<file path="src/design/hgd_pkg.sv">
// Shared constants, types and a helper function of the hex grid diffusion stencil.
`timescale 1ns / 1ps

package hgd_pkg;

  localparam int MAX_COLS   = 1024;
  localparam int MAX_ROWS   = 1024;
  localparam int VALUE_BITS = 16;
  localparam int FRAC_BITS  = 8;

  localparam int COL_W  = $clog2(MAX_COLS);
  localparam int ROW_W  = $clog2(MAX_ROWS);
  localparam int CNT_W  = 11;
  localparam int IDX_W  = 10;
  localparam int MODE_W = 3;

  // Compare width that holds positions and counts plus one carry bit
  localparam int POS_MAX_W = (ROW_W > COL_W) ? ROW_W : COL_W;
  localparam int CMP_W     = ((POS_MAX_W > CNT_W) ? POS_MAX_W : CNT_W) + 1;

  localparam int APB_W  = 32;
  localparam int ADDR_W = 4;

  localparam int FIFO_DEPTH = 8;
  localparam int FIFO_PTR_W = $clog2(FIFO_DEPTH);
  localparam int FIFO_CNT_W = $clog2(FIFO_DEPTH + 1);
  localparam int CRED_W     = FIFO_CNT_W + 1;

  // Arithmetic widths: 12*VMAX fits SUM_W, the quotient by four fits QW
  localparam int SUM_W    = VALUE_BITS + 4;
  localparam int QW       = VALUE_BITS + 2;
  localparam int RECIP_SH = QW + 1;
  localparam int PROD_W   = QW + RECIP_SH;
  localparam logic [RECIP_SH-1:0] RECIP = RECIP_SH'(((64'd1 << RECIP_SH) / 3) + 1);

  localparam logic [VALUE_BITS-1:0] VMAX    = {VALUE_BITS{1'b1}};
  localparam logic [VALUE_BITS-1:0] ONE_VAL =
    (FRAC_BITS < VALUE_BITS) ? VALUE_BITS'(64'd1 << FRAC_BITS) : {VALUE_BITS{1'b1}};

  typedef enum logic [MODE_W-1:0] {
    MODE_COPY        = 3'd0,
    MODE_GATED_FLOOR = 3'd1,
    MODE_GATED_BIN   = 3'd2,
    MODE_BIN         = 3'd3,
    MODE_HOLE_HOLD   = 3'd4,
    MODE_WALL        = 3'd5,
    MODE_PLAIN       = 3'd6
  } mode_t;

  typedef enum logic [1:0] {
    REG_MODE = 2'd0,
    REG_ROWS = 2'd1,
    REG_COLS = 2'd2
  } reg_idx_t;

  typedef struct packed {
    logic                  hole;
    logic                  flag;
    logic [VALUE_BITS-1:0] value;
  } entry_t;

  typedef struct packed {
    entry_t older;
    entry_t newer;
  } row_pair_t;

  typedef struct packed {
    logic             emit;
    logic             last;
    logic [IDX_W-1:0] row;
    logic [IDX_W-1:0] col;
  } tag_t;

  typedef struct packed {
    logic [MODE_W-1:0] mode;
    logic [CNT_W-1:0]  row_count;
    logic [CNT_W-1:0]  col_count;
  } cfg_t;

  typedef struct packed {
    logic [VALUE_BITS-1:0] out_value;
    logic                  out_flag;
    logic [IDX_W-1:0]      out_row;
    logic [IDX_W-1:0]      out_col;
    logic                  last;
  } result_t;

  function automatic logic [CNT_W-1:0] clamp_count(input logic [CNT_W-1:0] v,
                                                   input int maxv);
    int c;
    c = int'(v);
    if (c < 3) c = 3;
    if (c > maxv) c = maxv;
    return CNT_W'(c);
  endfunction

endpackage

</file>
<file path="src/design/hgd_window.sv">
// Column window, hex neighbor selection and weighted neighbor sum.
`timescale 1ns / 1ps

module hgd_window import hgd_pkg::*; (
  input  logic             clk,
  input  logic             rst,
  input  logic             v1,
  input  tag_t             tag1,
  input  entry_t           cur1,
  input  row_pair_t        rows1,
  output logic             v2,
  output logic [SUM_W-1:0] t2,
  output tag_t             tag2,
  output entry_t           centre2,
  output logic             nbz2
);

  entry_t           col1 [3];  // column c-1, rows top..bottom
  entry_t           col0 [3];  // column c-2
  entry_t           nb   [6];
  logic [SUM_W-1:0] sum;
  logic [SUM_W-1:0] cv;
  logic             nbz;

  always_comb begin
    nb[0] = rows1.newer;
    nb[1] = col1[2];
    nb[2] = col0[1];
    nb[3] = col1[0];
    // even centre column leans to the lower row, odd to the upper row
    if (!tag1.col[0]) begin
      nb[4] = cur1;
      nb[5] = col0[2];
    end else begin
      nb[4] = rows1.older;
      nb[5] = col0[0];
    end
    cv  = SUM_W'(col1[1].value);
    sum = (cv << 2) + (cv << 1);
    nbz = 1'b0;
    for (int k = 0; k < 6; k++) begin
      sum = sum + SUM_W'(nb[k].value);
      nbz = nbz | ~nb[k].flag;
    end
  end

  always_ff @(posedge clk) begin
    if (rst) begin
      v2 <= 1'b0;
      for (int k = 0; k < 3; k++) begin
        col1[k] <= '0;
        col0[k] <= '0;
      end
    end else begin
      v2 <= v1;
      if (v1) begin
        col0    <= col1;
        col1[0] <= rows1.older;
        col1[1] <= rows1.newer;
        col1[2] <= cur1;
      end
    end
  end

  always_ff @(posedge clk) begin
    if (v1) begin
      t2      <= sum;
      tag2    <= tag1;
      centre2 <= col1[1];
      nbz2    <= nbz;
    end
  end

endmodule

</file>
<file path="config.mk">
export PLATFORM = sky130hd
export DESIGN_NAME = hgd_window
export DESIGN_NICKNAME = d
export VERILOG_FILES = /design/src/design/hgd_pkg.sv /design/src/design/hgd_window.sv
export SDC_FILE = /design/constraint.sdc
export NUM_CORES = 1
export LEC_CHECK = 0
export BUFFER_PORTS_ARGS = -buffer_cell sky130_fd_sc_hd__buf_2
export CORE_MARGIN = 3
export CORE_UTILIZATION = 29
export CTS_CLUSTER_SIZE = 20
export DETAILED_ROUTE_END_ITERATION = 10
export GPL_ROUTABILITY_DRIVEN = 0
export PLACE_DENSITY = 0.47
export SLEW_MARGIN = 20
export SYNTH_ARGS = -nofsm -noshare
export SYNTH_HDL_FRONTEND = slang
export SYNTH_SLANG_ARGS = --single-unit
export TNS_END_PERCENT = 30
</file>
<file path="constraint.sdc">
create_clock -name clk -period 5.85 [get_ports clk]
set_clock_uncertainty 0.2 [all_clocks]
set_input_delay 0.2925 -clock clk [delete_from_list [all_inputs] [get_ports clk]]
set_output_delay 0.2925 -clock clk [all_outputs]
set_load 0.02 [all_outputs]
</file>
==> impl_metrics.toml, run 1 <==
[synthesis]
yosys.cell_types.count = 36
synth-edff-count = 61
synth_compound_area_share_pct = 3.22
muxShareOfSynthArea_pct = 15.2
syn_nets = 974
avgSynthCellArea_sq_um = 11.6
synth_top_area_share_pct = 23.0
synth-xor-area-share_pct = 1.45
synthSimpleGateAreaFrac_pct = 5.59
synthMostInstantiatedCell = "inv_1"
yosys-top-cells-count = "inv_1 (144), mux2i_1 (113), nor2_1 (107)"
syn-cell-area_sq_um = 9060
yosys-top-cells-area = "dfxtp_1 (23%), fa_1 (21%), edfxtp_1 (20%)"
synth-seq-cells = 165
syn_inst = 778
yosysWarnings = 0
yosys.area.top_type = "dfxtp_1"
async_reset_ff_share_pct = 0
synthAdderAreaFrac_pct = 23.9
synth_top_family_by_area = "adder cells"
ys.flop_type = "dfxtp_1"
ys_seq_area_share_pct = 43.2

[power_and_ir_drop]
ir_drop_mv = 0.194
power_density_nw_per_um2 = 386
p_int_uw = 2830
p_switching_uw = 1610
seqPwrFrac_pct = 32.6
clockPowerShare_pct = 26.6
leakagePower_uw = 0.00537
swShare_pct = 36.3
pwr-share-comb_pct = 40.8

[drt]
dr.pass1.iters = 4
routed_wl_um = 19700
dr.first_iter.drc_count = 183
drc = 0
antenna_left = 0
wl_per_cell_um = 14.2
viasPerCell = 4.20
vias = 5845

[die]
initial_utilization_pct = 29.5
rows = 64
dieArea_sq_um = 33400
chipHeight_um = 183
ioPinCount = 141
die_w_um = 183
core_area_sq_um = 30700

[timing]
fmax_mhz = 196
post-route-period-util_pct = 87.1
hold_viol = 0
setup_viol = 0
timing.hold.ws_ns = 0.119
rsz0062_at_grt = "false"
finalCriticalPeriod_ns = 5.09
finalSetupTns_ns = 0
drv_slew = 0
worstMarginPinSlew_ns = 0.773
slew_headroom_pct = 48.5

[critical_path]
cp_top_family = "adder cells"
cp_data_required_time_ns = 5.83
cp.arrival_ns = 5.08
worstSetupEndpointType = "register"
path_class = "primary input to register"
crit_path_cell_trace = "dlygate4sd3_1, buf_2, inv_1, fa_1, inv_1, fa_1, fa_1, inv_1, fa_1, inv_1, ha_1, fa_1, a211oi_1, o21a_1, o21ai_0, a31o_2, xor2_1"
crit_buf_inv = 6
cp-start-kind = "primary input"
cp_common_cell = "fa_1"
slowest_stage = "fa_1"
max_stage_delay_ns = 0.55
crit_fanout = 4

[finish]
final_cell_area_sq_um = 11500
finalNonFillerCells = 1393
fin_util_pct = 37.5
fillers = 3079
area_growth_pct = 27.0
drive_gt1_share_pct = 20.2
nets = 1179

[global_routing]
grt_pass1_vias = 6309
grt_util_all_layers_pct = 12.6
grt_pass1_wl_um = 32900
overflow = 0
antenna_found_initial = 1
grt_max_degree = 82

[place]
dp.cells = 1287
dp_hpwl_um = 14200
place_area_sq_um = 10200
portBuffers = 138

[worst_hold_path]
worstHoldPathType = "primary input to register"

[clocking]
cts.sinks = 165
post_cts_resized = 0
clk_pin_slew_worst_paths_ns = 0.07
cts_tree = "built"
clk_latency_ns = 0.44
h-tree-depth = 4
cts_buffer_depth = 2
cts_root_buf = "clkbuf_16"
numCtsBuffers = 17

[run]
cap_violations = 0

[status]
status = "complete, no violations"
-- power by group through the flow --
| stage | Combinational (uW) | Sequential [uW] | Clock (uW) |
|---|---|---|---|
| after floorplan | 1180 | 1580 | 0 |
| after detailed placement | 1820 | 1480 | 0 |
| after global placement | 1820 | 1480 | 0 |
| after global routing | 2060 | 1460 | 1280 |
| final | 1820 | 1450 | 1180 |
| after CTS | 1870 | 1450 | 1230 |
-- state kept, by name, summed over array words and instances (netlist names) --
signal and cells:
col0 51, centre2 18, col1 52, tag2 22, nbz2 1, v2 1
t2 20
-- worst paths after layout --
path | from | endpoint | slack (ns) | depth (start not counted)
setup / recovery | rows1[3] | t2[13] | 0.76 | 17
hold / removal | rst | col0[36] | 0.12 | 2
setup reg to reg | col1[20] | t2[13] | 0.77 | 15
hold reg to reg | col1[35] | centre2[17] | 0.24 | 0
-- repair_timing --
item                                   4_1_cts  5_1_grt
hold buffers                                73        0
setup buffers                                0        0
endpoints found under the hold margin       73        0
-- worst register-to-register path: cells and delay by family (launching register included) --
kind / cells / cell delay (ns)
XOR/XNOR: 1 / 0.14
adder cells (fa/ha/maj): 6 / 2.76
AO/OA/AOI/OAI: 4 / 1.07
buffers and inverters: 4 / 0.26
flip-flops: 1 / 0.39
-- layout make-up --
class,instances,area (sq um),share of cell area [%]
clock inverter,11,135,1.17
antenna,1,2.50,0.0217
tap,396,495,4.30
multi-input combinational,439,4470,38.8
clock buffer,21,482,4.19
inverter,144,541,4.70
timing repair buffer,216,1470,12.8
sequential,165,3910,34.0
-- through the flow --
stage / setup slack, ns / power (uW)
after CTS: 0.737 / 4550
after floorplan: 1.13 / 2760
after global routing: 0.482 / 4810
after detailed placement: 0.733 / 3290
final: 0.756 / 4450
after global placement: 0.712 / 3290
-- placed cells by master, fill, tap and decap left out, types with 3 or more instances in the layout --
| cell type | instances |
|---|---|
| dfxtp_1 | 104 |
| mux2i_1 | 113 |
| a21oi_1 | 17 |
| inv_1 | 144 |
| clkbuf_16 | 18 |
| ha_1 | 24 |
| a21o_1 | 5 |
| dlygate4sd3_1 | 73 |
| fa_1 | 93 |
| inv_6 | 3 |
| nor2_1 | 107 |
| edfxtp_1 | 61 |
| nand2_1 | 9 |
| xnor2_1 | 10 |
| buf_4 | 6 |
| clkbuf_8 | 3 |
| mux2_2 | 22 |
| o21a_1 | 3 |
| o21ai_0 | 9 |
| buf_2 | 136 |
| xor2_1 | 5 |
-- cells by family after synthesis --
logic type / after synthesis
buffers and inverters: 174
DFF: 165
muxes: 135
and+or+nand+nor: 126
adders and majority gates: 117
AOI/OAI and AO/OA: 46
xor gates and xnor gates: 15
-- layer usage --
metal	up-vias	global-route usage, %	routed length, um
met5	-	0	0
met4	0	3.75	239
met3	16	2.98	810
met2	102	20.7	9430
met1	2834	16.5	9250
li1	2893	-	-
Power figures use the tool's default switching activity.
==> run 2, diff against run 1 <==
--- a/config.mk
+++ b/config.mk
@@ -12,6 +12,7 @@
 export DETAILED_ROUTE_END_ITERATION = 10
 export GPL_ROUTABILITY_DRIVEN = 0
 export PLACE_DENSITY = 0.47
+export RECOVER_POWER = 50
 export SLEW_MARGIN = 20
 export SYNTH_ARGS = -nofsm -noshare
 export SYNTH_HDL_FRONTEND = slang
==> run 2 against run 1 <==
Compared with the run above: the run now ends with capacitance limit, slew limit left; design area down 0.53%; non-clock buffer count unchanged; sequential power about the same; clock power about the same; highest routed layer unchanged.
==> impl_metrics.toml, run 2 (synthesis results as in run 1) <==
[status]
status = "complete, but fails checks"
violations = "capacitance limit, slew limit"

[clocking]
cts_setup_buffers = 0
cts_buffer_depth = 2
post_cts_resized = 0
clk_latency_ns = 0.44
cts.sinks = 165
h-tree-depth = 4
cts_tree = "built"
cts_root_buf = "clkbuf_16"
numCtsBuffers = 17
postCtsHoldBufs = 73
clk_pin_slew_worst_paths_ns = 0.07

[timing]
slew_headroom_pct = -229
drv_slew = 82
hold_viol = 0
finalCriticalPeriod_ns = 5.10
worstMarginPinSlew_ns = 4.93
timing.hold.ws_ns = 0.121
fmax_mhz = 196
finalSetupTns_ns = 0
setup_viol = 0
rsz0062_at_grt = "false"
post-route-period-util_pct = 87.2

[global_routing]
grt_util_all_layers_pct = 12.6
grt_max_degree = 82
overflow = 0
antenna_found_initial = 1
grt_pass1_wl_um = 32900
grt_pass1_vias = 6309

[critical_path]
path_class = "primary input to register"
crit_fanout = 4
cp_data_required_time_ns = 5.83
worstSetupEndpointType = "register"
r2r_cells = 15
cp-start-kind = "primary input"
rrSetupSlack_ns = 0.77
cp.arrival_ns = 5.08

[finish]
mostFrequentLayoutCell = "inv_1"
top_register = "col1"
largest_reg_flops = 52
largestRegisters = "col1 x52, col0 x51, tag2 x22"
nets = 1179
fillers = 3092
fin_util_pct = 37.3
area_growth_pct = 26.4
drive_gt1_share_pct = 16.0
final_cell_mix = "inv_1 (144), mux2i_1 (113), nor2_1 (107)"

[die]
die_w_um = 183
ioPinCount = 141
dieArea_sq_um = 33400
core_area_sq_um = 30700
chipHeight_um = 183
initial_utilization_pct = 29.5
rows = 64

[drt]
drc = 0
vias = 5836
antenna_left = 0
dr.pass1.iters = 5
wl_per_cell_um = 14.1
routed_wl_um = 19700
viasPerCell = 4.19
dr.first_iter.drc_count = 172

[power_and_ir_drop]
power_density_nw_per_um2 = 388
ir_drop_mv = 0.193
total_power_uw = 4440
leakagePower_uw = 0.00525

[worst_hold_path]
min_path_cells = 2
worstHoldPathType = "primary input to register"

[place]
dp_hpwl_um = 14200
portBuffers = 138

[run]
cap_violations = 1
[run 2: cell count changes in the layout (fill, tap and decap cells not counted)]
cell      previous run  this run
clkbuf_8             3         2
clkbuf_1             1        43
buf_2              136        95
[run 2: worst max-delay path, cell delays in order]
cell           delay [ns]
dlygate4sd3_1        0.52
buf_2                0.11
inv_1                0.05
fa_1                 0.55
inv_1                0.05
fa_1                 0.45
fa_1                 0.50
inv_1                0.06
fa_1                 0.53
inv_1                0.04
ha_1                 0.25
fa_1                 0.45
a211oi_1             0.28
o21a_1               0.32
o21ai_0              0.19
a31o_2               0.28
xor2_1               0.14
[run 2: worst paths after layout]
| check | startpoint | end |
|---|---|---|
| worst min-delay path | rst | col1[0] |
| worst max-delay path | rows1[3] | t2[13] |
| worst min register to register | col1[35] | centre2[17] |
| worst max register to register | col1[19] | t2[13] |
[run 2: routing by layer]
metal  vias up  part of all wire, %  global-route usage, %
li1       2894                    -                      -
met1      2816                   46                   16.5
met2       111                   48                   20.7
met3        15                  4.7                   2.98
met4         0                  1.2                   3.75
met5         -                    0                      0
[run 2: power breakdown]
group	internal, uW	total [uW]	switching [uW]	leakage [uW]
clock network	686	1180	496	0.000303
logic	734	1800	1070	0.00349
registers	1400	1450	49.8	0.00146
total	2820	4440	1610	0.00525
[run 2: area by class of cell]
| class | count | area (sq um) | area share [%] |
|---|---|---|---|
| inverters | 144 | 541 | 4.72 |
| well taps | 396 | 495 | 4.33 |
| clock inverters | 11 | 135 | 1.18 |
| diodes | 1 | 2.50 | 0.0219 |
| multi-input cells | 439 | 4470 | 39.0 |
| flip-flops and latches | 165 | 3910 | 34.2 |
| clock buffers | 21 | 482 | 4.21 |
| repair buffers | 216 | 1410 | 12.3 |
[run 2: stage by stage]
stage	cell area, sq um	instances	setup slack [ns]
floorplan	9060	778	1.13
global placement	10200	1287	0.712
detailed placement	10200	1287	0.733
CTS	11500	1392	0.737
global route	11400	1393	0.316
finish	11400	1393	0.751
==> run 3, diff against run 2 <==
--- a/config.mk
+++ b/config.mk
@@ -7,11 +7,11 @@
 export LEC_CHECK = 0
 export BUFFER_PORTS_ARGS = -buffer_cell sky130_fd_sc_hd__buf_2
 export CORE_MARGIN = 3
-export CORE_UTILIZATION = 29
+export CORE_UTILIZATION = 42
 export CTS_CLUSTER_SIZE = 20
 export DETAILED_ROUTE_END_ITERATION = 10
 export GPL_ROUTABILITY_DRIVEN = 0
-export PLACE_DENSITY = 0.47
+export PLACE_DENSITY = 0.65
 export RECOVER_POWER = 50
 export SLEW_MARGIN = 20
 export SYNTH_ARGS = -nofsm -noshare
==> constraint.sdc (replaced) <==
create_clock -name clk -period 4.14 [get_ports clk]
set_clock_uncertainty 0.2 [all_clocks]
set_input_delay 0.207 -clock clk [delete_from_list [all_inputs] [get_ports clk]]
set_output_delay 0.207 -clock clk [all_outputs]
set_load 0.02 [all_outputs]
==> run 3 against run 2 <==
Compared with the run above: the flow finishes with violations (capacitance limit, slew limit, setup timing); design area up 4.4%; flip-flop and latch count unchanged; first-iteration DRC count grew 43%; routed wire length down 1.1%; largest power group unchanged.
==> impl_metrics.toml, run 3 (synthesis results as in run 1) <==
[die]
dieArea_sq_um = 23400
ioPinCount = 141
chipHeight_um = 153
die_w_um = 153
core_area_sq_um = 21100
initial_utilization_pct = 43.0
rows = 53

[critical_path]
slowest_stage = "fa_1"
crit_path_cell_trace = "inv_2, fa_1, inv_2, fa_1, fa_1, inv_2, fa_1, inv_2, ha_4, fa_2, a211oi_2, o21a_2, o21ai_2, a31o_2, xor2_1"
worstSetupEndpointType = "register"
cp_data_required_time_ns = 4.13
cp-start-kind = "register"
max_stage_delay_ns = 0.55
cp.arrival_ns = 4.36
crit_fanout = 4
cp_top_family = "adder cells"
crit_buf_inv = 4
cp-startpoint = "col0[21]"
reg2reg_from = "col0[21]"
path_class = "register to register"

[finish]
top_register = "col1"
nets = 1253
mostFrequentLayoutCell = "inv_1"
area_growth_pct = 31.9
diodes = 0
fin_util_pct = 56.7
largestRegisters = "col1 x52, col0 x51, tag2 x22"
final_cell_mix = "inv_1 (136), mux2i_1 (113), buf_2 (113)"
largest_reg_flops = 52
drive_gt1_share_pct = 25.1

[global_routing]
grt_pass1_wl_um = 32800
grt_pass1_vias = 6653
overflow = 0
grt_util_all_layers_pct = 17.4
grt_max_degree = 105
antenna_found_initial = 0

[drt]
viasPerCell = 4.64
antenna_left = 0
dr.pass1.iters = 4
routed_wl_um = 19500
wl_per_cell_um = 14.5
dr.first_iter.drc_count = 246
vias = 6238
drc = 0

[clocking]
cts_buffer_depth = 2
cts_root_buf = "clkbuf_16"
numCtsBuffers = 17
h-tree-depth = 4
cts.sinks = 165
cts_tree = "built"
clk_latency_ns = 0.43
clk_pin_slew_worst_paths_ns = 0.07

[timing]
hold_viol = 0
fmax_mhz = 229
finalSetupTns_ns = -1.57
rsz0062_at_grt = "true"
setup_viol = 11
finalWorstSetupSlack_ns = -0.226
timing.hold.ws_ns = 0.112
post-route-period-util_pct = 105
worstMarginPinSlew_ns = 3.54
finalCriticalPeriod_ns = 4.37
drv_slew = 61
slew_headroom_pct = -136

[power_and_ir_drop]
leakagePower_uw = 0.00562
power_density_nw_per_um2 = 595
ir_drop_mv = 0.344

[place]
portBuffers = 138
dp_hpwl_um = 13600

[run]
cap_violations = 1

[worst_hold_path]
worstHoldPathType = "primary input to register"
hp-start = "rst"

[status]
violations = "capacitance limit, slew limit, setup timing"
status = "complete, but fails checks"
run 3: layer usage:
layer / up-vias / part of all wire (%) / wire length, um / track usage [%]
met5: - / 0 / 0 / 0
met4: 0 / 1.0 / 203 / 4.62
met3: 17 / 4.0 / 772 / 3.77
met2: 131 / 50 / 9670 / 29.3
met1: 3042 / 45 / 8810 / 23.0
li1: 3048 / - / - / -
run 3: through the flow:
step,setup WS [ns],cell area [sq um],instances,total power (uW)
after global routing,-0.409,12000,1345,7590
after CTS,-0.205,12000,1344,7180
after global placement,-0.380,10600,1238,5190
after floorplan,-0.144,9110,778,3940
final,-0.226,12000,1345,7110
after detailed placement,-0.377,10600,1238,5220
run 3: power by group:
group	switching [uW]	internal [uW]	leakage, uW
clock network	668	1000	0.000297
logic	1740	1650	0.00387
registers	65.0	1980	0.00146
total	2470	4630	0.00562
run 3: layout make-up:
cell class	count	area, sq um
fill	1806	9140
multi-input combinational	439	4580
tap	275	344
sequential	165	3920
clock inverter	10	145
inverter	144	541
timing repair buffer	290	1950
clock buffer	22	474
run 3: worst paths after layout:
check        slack (ns)  cells after the start           to
min reg2reg        0.24                      0  centre2[17]
max               -0.23                     15       t2[13]
min                0.11                      2     col0[18]
max reg2reg       -0.23                     15       t2[13]
run 3: repair_timing:
item / in CTS / in global routing
pin swaps: 15 / 8
hold endpoints to repair: 74 / 0
setup endpoints to repair: 11 / 12
resized for setup: 16 / 6
setup buffers: 1 / 1
hold buffers: 73 / 0
